## src/sv/spq_pkg.sv

```systemverilog
// Shared types, sizes and status codes of the sorted priority queue.
package spq_pkg;

  localparam int unsigned Depth = 8;
  localparam int unsigned CntW  = $clog2(Depth + 1);
  localparam int unsigned PrioW = 16;
  localparam int unsigned ItemW = 32;

  localparam logic KindInsert = 1'b0;
  localparam logic KindRemove = 1'b1;

  typedef enum logic [1:0] {
    StDone  = 2'd0,
    StFull  = 2'd1,
    StEmpty = 2'd2
  } status_e;

  typedef struct packed {
    logic [PrioW-1:0]        prio;
    logic signed [ItemW-1:0] item;
  } entry_t;

  typedef struct packed {
    logic             ins;
    logic             rem;
    logic [PrioW-1:0] prio;
    logic [ItemW-1:0] item;
  } cell_op_t;

endpackage

```

## src/sv/sorted_priority_queue_core.sv

```systemverilog
// Top level of the sorted priority queue: cell chain, fill count and output skid stage.
//
// The queue holds up to eight entries in a chain of cells kept in ascending priority
// order; equal priorities leave in arrival order. Every cell compares its own priority
// with an incoming one at the same time, so the block takes one insert or remove a
// cycle while not stalled and registers its result. A two-register output stage lets
// the block keep taking transfers while one result waits; it stalls only when both
// are occupied. An insert into a full queue is dropped and reports full, a remove from
// an empty queue reports empty, and both then return zero priority and item.
module sorted_priority_queue_core (
  input  logic                               clk_i,
  input  logic                               rst_ni,
  input  logic                               in_valid_i,
  output logic                               in_stall_o,
  input  logic                               kind_i,
  input  logic [spq_pkg::PrioW-1:0]          priority_req_i,
  input  logic signed [spq_pkg::ItemW-1:0]   item_i,
  output logic                               out_valid_o,
  input  logic                               out_stall_i,
  output logic [1:0]                         status_o,
  output logic [spq_pkg::PrioW-1:0]          out_priority_o,
  output logic signed [spq_pkg::ItemW-1:0]   out_item_o
);
  import spq_pkg::*;

  typedef struct packed {
    status_e                 status;
    logic [PrioW-1:0]        prio;
    logic signed [ItemW-1:0] item;
  } result_t;

  logic [CntW-1:0] fill_cnt_q, fill_cnt_d;
  logic            in_acc, out_fire, is_full, is_empty, is_ins;
  logic [Depth-1:0] occupied, disp;
  entry_t          cell_entry [Depth];
  cell_op_t        op;
  result_t         res, out_q, skid_q;
  logic            out_valid_q, skid_valid_q;

  assign in_acc   = in_valid_i && !skid_valid_q;
  assign out_fire = out_valid_q && !out_stall_i;
  assign is_ins   = (kind_i == KindInsert);
  assign is_full  = (fill_cnt_q == CntW'(Depth));
  assign is_empty = (fill_cnt_q == '0);

  always_comb begin
    for (int i = 0; i < Depth; i++) begin
      occupied[i] = (CntW'(i) < fill_cnt_q);
    end
  end

  always_comb begin
    op.ins  = in_acc && is_ins && !is_full;
    op.rem  = in_acc && !is_ins && !is_empty;
    op.prio = priority_req_i;
    op.item = item_i;
  end

  for (genvar g = 0; g < Depth; g++) begin : g_cell
    spq_cell u_cell (
      .clk_i        (clk_i),
      .op_i         (op),
      .occupied_i   (occupied[g]),
      .prev_disp_i  ((g == 0) ? 1'b0 : disp[(g == 0) ? 0 : g - 1]),
      .prev_entry_i (cell_entry[(g == 0) ? 0 : g - 1]),
      .next_entry_i (cell_entry[(g == Depth - 1) ? g : g + 1]),
      .disp_o       (disp[g]),
      .entry_o      (cell_entry[g])
    );
  end

  always_comb begin
    fill_cnt_d = fill_cnt_q;
    if (op.ins) begin
      fill_cnt_d = fill_cnt_q + CntW'(1);
    end else if (op.rem) begin
      fill_cnt_d = fill_cnt_q - CntW'(1);
    end
  end

  always_comb begin
    res.prio = '0;
    res.item = '0;
    if (is_ins) begin
      res.status = is_full ? StFull : StDone;
    end else if (is_empty) begin
      res.status = StEmpty;
    end else begin
      res.status = StDone;
      res.prio   = cell_entry[0].prio;
      res.item   = cell_entry[0].item;
    end
  end

  always_ff @(posedge clk_i or negedge rst_ni) begin
    if (!rst_ni) begin
      fill_cnt_q   <= '0;
      out_valid_q  <= 1'b0;
      skid_valid_q <= 1'b0;
      out_q        <= '0;
      skid_q       <= '0;
    end else begin
      fill_cnt_q <= fill_cnt_d;
      if (out_fire || !out_valid_q) begin
        if (skid_valid_q) begin
          out_q        <= skid_q;
          out_valid_q  <= 1'b1;
          skid_valid_q <= 1'b0;
        end else if (in_acc) begin
          out_q       <= res;
          out_valid_q <= 1'b1;
        end else begin
          out_valid_q <= 1'b0;
        end
      end else if (in_acc) begin
        skid_q       <= res;
        skid_valid_q <= 1'b1;
      end
    end
  end

  assign in_stall_o     = skid_valid_q;
  assign out_valid_o    = out_valid_q;
  assign status_o       = out_q.status;
  assign out_priority_o = out_q.prio;
  assign out_item_o     = out_q.item;

  a_cnt_bound : assert property (@(posedge clk_i) disable iff (!rst_ni)
    fill_cnt_q <= CntW'(Depth))
    else $error("Fill count exceeds the queue depth.");

  a_skid_order : assert property (@(posedge clk_i) disable iff (!rst_ni)
    skid_valid_q |-> out_valid_q)
    else $error("Skid register holds a result while the output register is empty.");

  a_full_hold : assert property (@(posedge clk_i) disable iff (!rst_ni)
    (in_acc && is_ins && is_full) |=> (fill_cnt_q == $past(fill_cnt_q)))
    else $error("A dropped insert changed the fill count.");

  a_remove_dec : assert property (@(posedge clk_i) disable iff (!rst_ni)
    (in_acc && !is_ins && !is_empty) |=> (fill_cnt_q == $past(fill_cnt_q) - CntW'(1)))
    else $error("A remove did not lower the fill count.");

endmodule

```

## src/sv/spq_cell.sv

```systemverilog
// One cell of the sorted chain: holds one entry and shifts it toward its neighbors.
module spq_cell (
  input  logic            clk_i,
  input  spq_pkg::cell_op_t op_i,
  input  logic            occupied_i,
  input  logic            prev_disp_i,
  input  spq_pkg::entry_t prev_entry_i,
  input  spq_pkg::entry_t next_entry_i,
  output logic            disp_o,
  output spq_pkg::entry_t entry_o
);
  import spq_pkg::*;

  entry_t entry_q, entry_d;

  // A cell is displaced by an insert when it is empty or holds a strictly larger priority.
  assign disp_o = !occupied_i || (entry_q.prio > op_i.prio);

  always_comb begin
    entry_d = entry_q;
    if (op_i.ins && disp_o) begin
      if (prev_disp_i) begin
        entry_d = prev_entry_i;
      end else begin
        entry_d.prio = op_i.prio;
        entry_d.item = op_i.item;
      end
    end else if (op_i.rem) begin
      entry_d = next_entry_i;
    end
  end

  always_ff @(posedge clk_i) begin
    entry_q <= entry_d;
  end

  assign entry_o = entry_q;

endmodule
```

## config.mk

```make
export PLATFORM = sky130hd
export DESIGN_NAME = sorted_priority_queue_core
export DESIGN_NICKNAME = d
export VERILOG_FILES = /design/src/sv/spq_pkg.sv /design/src/sv/sorted_priority_queue_core.sv /design/src/sv/spq_cell.sv
export SDC_FILE = /design/constraint.sdc
export NUM_CORES = 1
export LEC_CHECK = 0
export BUFFER_PORTS_ARGS = -buffer_cell sky130_fd_sc_hd__buf_2
export CORE_MARGIN = 1.5
export CORE_UTILIZATION = 40
export CTS_CLUSTER_SIZE = 40
export DETAILED_ROUTE_END_ITERATION = 16
export PLACE_DENSITY = 0.56
export SKIP_LAST_GASP = 1
export SYNTH_ARGS = -nofsm -noshare
export SYNTH_HDL_FRONTEND = slang
export SYNTH_SLANG_ARGS = --single-unit
export TNS_END_PERCENT = 20
```

## constraint.sdc

```tcl
create_clock -name clk_i -period 15.5 [get_ports clk_i]
set_clock_uncertainty 0.05 [all_clocks]
set_input_delay 0.775 -clock clk_i [delete_from_list [all_inputs] [get_ports clk_i]]
set_output_delay 0.775 -clock clk_i [all_outputs]
set_load 0.05 [all_outputs]
```

==> results.tsv <==
stage	metric	value	unit
outcome	run status	complete, no violations	
grt	vias in the first global route	21445	
timing	final worst path period share	32.8	%
synthesis	sequential area share after synthesis	50.9	%
synthesis	Post-Synth XOR/XNOR Area	0.0942	%
power	Worst VDD drop	0.114	mV
power	Clk pwr share	25.2	%
timing	Achievable Freq	0.196	GHz
clock_network	Clock Sink Count	490	
power	Comb power frac	37.4	%
route	via count	21888	
power	PwrDens	182	nW/um^2
power	Seq pwr share	37.4	%
route	DR WL/cell	25.0	um
synthesis	Post-synth top flop	edfxtp_1	
placed_design	pre-CTS setup slack	9.85	ns
synthesis	FFs w/ async S/R, synth	21.6	%
clock_network	Max H-tree Level	2	
route	DRT Pass-1 Iters	6	
finish	most frequent cells in the layout	a21oi_1, edfxtp_1, nand2_1	
die	Core Rows	96	
synthesis	cell area after synthesis	27900	um^2
placed_design	GPL Wtd Cong	0.914	
critical_path	crit path kind	input port to flop	
critical_path	CP Max Fanout	48	
clock_network	CTS max path bufs	3	
timing	setup TNS	0	ns
clock_network	clock slew at reported path FFs	0.06	ns
grt	antenna violations before repair	7	
grt	largest net degree at the start of global routing	168	
timing	fin. max-slew vios	0	
placed_design	Port Buf Inserts	104	
synthesis	syn nets	2854	
timing	Fin. Hold Viols	0	
clock_network	CTS tree	built	
run	maxcap violations	0	
timing	Least-Margin Pin Slew	1.18	ns
power	Psw	2.22	mW
synthesis	Post-Syn Area per Cell	10.4	um^2
clock_network	Num CTS Buffers	55	
synthesis	Synth Area in Compound Gates	16.6	%
finish	layout net count	2820	
placed_design	dpl hpwl	56100	um
clock_network	post_cts resized	0	
timing	post-route setup slack	10.41	ns
route	final antenna-violating net count	0	
synthesis	Yosys reg bits	490	
power	Pint	3.45	mW
timing	minimum clock period	5.09	ns
synthesis	Post-synth EDFFs	384	
synthesis	Synthesis Warnings	0	
grt	GRT Overall Usage	25.2	%
synthesis	Synth Instances	2669	
clock_network	Clk Latency, worst-skew pair	0.64	ns
synthesis	largest family of logic cells by synthesized area	compound AO/OA/AOI/OAI gates	
power	P_leak	12.2	nW
route	DR vias/cell	6.04	
timing	# setup viols final	0	
route	drc violations	0	
finish	area grow syn2layout	11.8	%
finish	Filler Cells Inserted	6440	
die	initial core utilization	40.5	%
route	routed wire length	90600	um
finish	commonest non-fill, non-tap cell in the layout	a21oi_1	
die	Die ar.	71300	um^2
critical_path	Data required, critical path	15.70	ns
critical_path	CP startpoint kind	input port	
synthesis	Post-Synth Adder-Cell Area	5.92	%
critical_path	Arr. time, crit path	5.30	ns
timing	unrepaired setup endpoints after global routing	no	
critical_path	Crit. End Element	flop	
die	area of the core	68800	um^2
synthesis	synth unique cells	63	
die	height of the die	267	um
die	I/O pins	105	
grt	remaining global-route overflow	0	
finish	share of cells above drive strength 1	15.2	%
route	initial DRC count	2159	
power	switching fraction of total power	39.1	%
synthesis	simple-gate share of the synthesized area	9.93	%
synthesis	post-synthesis mux area share	12.7	%
die	Die Wd	267	um
timing	Slew HR	20.7	%
hold_path	Hold Crit Class	input port to flop	
grt	first-pass GRT wire length	137000	um
clock_network	Root Buffer	clkbuf_16	
flip-flops by register name (all words and copies together) (netlist names):
signal / count
fill_cnt_q: 4
g_cell.u_cell.entry_o: 384
in_stall_o: 1
out_item_o: 32
out_priority_o: 16
out_valid_o: 1
skid_q: 50
status_o: 2
Yosys cell counts (2+ instances only):
library cell / instances / area (um^2)
o211ai_1: 52 / 390
buf_1: 6 / 22.5
nand2_1: 211 / 792
nor2b_1: 11 / 68.8
and4_1: 5 / 43.8
nand2b_1: 9 / 56.3
xnor2_1: 2 / 17.5
nor3_1: 21 / 105
a21boi_0: 5 / 37.5
o21ai_1: 3 / 15.0
nor3b_1: 2 / 15.0
clkbuf_1: 168 / 631
mux2_2: 136 / 1530
o31a_1: 2 / 17.5
o21bai_1: 2 / 15.0
a211oi_1: 2 / 15.0
nand3_1: 106 / 531
ha_1: 132 / 1650
dfrtp_1: 106 / 2650
o21a_1: 3 / 22.5
a221oi_1: 2 / 17.5
or3_1: 35 / 219
o21ai_0: 162 / 811
inv_1: 28 / 105
or2_2: 2 / 12.5
a31oi_1: 51 / 319
o211a_1: 4 / 40.0
buf_2: 51 / 255
mux2i_1: 194 / 1940
nand4_1: 41 / 257
a21boi_1: 2 / 15.0
edfxtp_1: 384 / 11500
nor2_1: 139 / 522
a21oi_1: 525 / 2630
o41ai_1: 2 / 17.5
buf_6: 4 / 45.0
a21o_1: 15 / 113
buf_4: 3 / 22.5
nor4_1: 6 / 37.5
mux2_1: 6 / 67.6
and3_1: 3 / 18.8
and2_1: 5 / 31.3
final cells by class:
class                   count  area (um^2)  share of cell area, %
diodes                      9         22.5                 0.0723
clock buffers              79         1690                   5.42
clock inverters            25          309                  0.992
inverters                  28          105                  0.337
multi-input cells        1919        12900                   41.3
flip-flops and latches    490        14200                   45.5
well taps                 931         1160                   3.74
repair buffers            141          813                   2.61
final timing paths:
| path | from | to | slack, ns | depth (start not counted) |
|---|---|---|---|---|
| setup / recovery | priority_req_i[12] | g_cell[5].u_cell.entry_o[28] | 10.41 | 11 |
| hold / removal | in_valid_i | out_valid_o | 0.41 | 3 |
| setup reg to reg | g_cell[5].u_cell.entry_o[46] | g_cell[5].u_cell.entry_o[28] | 10.60 | 9 |
| hold reg to reg | out_item_o[4] | out_item_o[4] | 0.42 | 2 |
| max in group asynchronous | rst_ni | out_item_o[10] | 13.54 | 3 |
| min in group asynchronous | rst_ni | out_priority_o[6] | 0.56 | 2 |
kinds of logic after synthesis:
| group | Yosys count |
|---|---|
| fa+ha+maj | 132 |
| xor+xnor | 3 |
| mux | 336 |
| flops | 490 |
| simple gates | 602 |
| buf+inv | 260 |
| compound gates | 846 |
what timing repair did:
action	CTS	global route
buffers inserted	0	0
hold buffers	1	0
endpoints found under the hold margin	25	0
through the flow:
step | cell area (um^2) | total power [mW] | cells | hold WS (ns) | utilization [%]
after floorplan | 27900 | 3.55 | 2669 | 0.394 | -
after global placement | 29100 | 4.18 | 3507 | 0.407 | 42.3
after detailed placement | 29100 | 4.23 | 3508 | 0.416 | 42.3
after CTS | 31100 | 5.66 | 3613 | 0.393 | 45.3
after global routing | 31200 | 5.93 | 3619 | 0.420 | 45.3
final | 31200 | 5.67 | 3622 | 0.410 | 45.3
power by group through the flow:
stage	sequential (mW)	combinational, mW	clock (mW)
6_report	2.12	2.12	1.43
2_1_floorplan	2.13	1.42	0
4_1_cts	2.11	2.10	1.45
3_5_place_dp	2.14	2.10	0
3_3_place_gp	2.13	2.05	0
5_1_grt	2.15	2.29	1.50
worst max-delay path: stages:
cell and delay [ns]:
buf_2 0.18, inv_1 0.26, ha_1 0.38, nand4_1 0.18, nor4_1 0.45, o21ai_0 0.27, a41oi_4 0.63, buf_4 0.55
buf_4 0.56, and2_2 0.26, nand2b_4 0.67
metal layers:
layer	part of all wire [%]	vias up	global-route usage (%)	wire length, um
met5	0	-	0	0
met4	2.4	0	6.99	2170
met3	7.2	132	3.85	6540
met2	45	929	39.7	41000
met1	45	10880	35.9	40900
li1	-	9947	-	-
No activity file was read; power rests on OpenSTA's default activity.
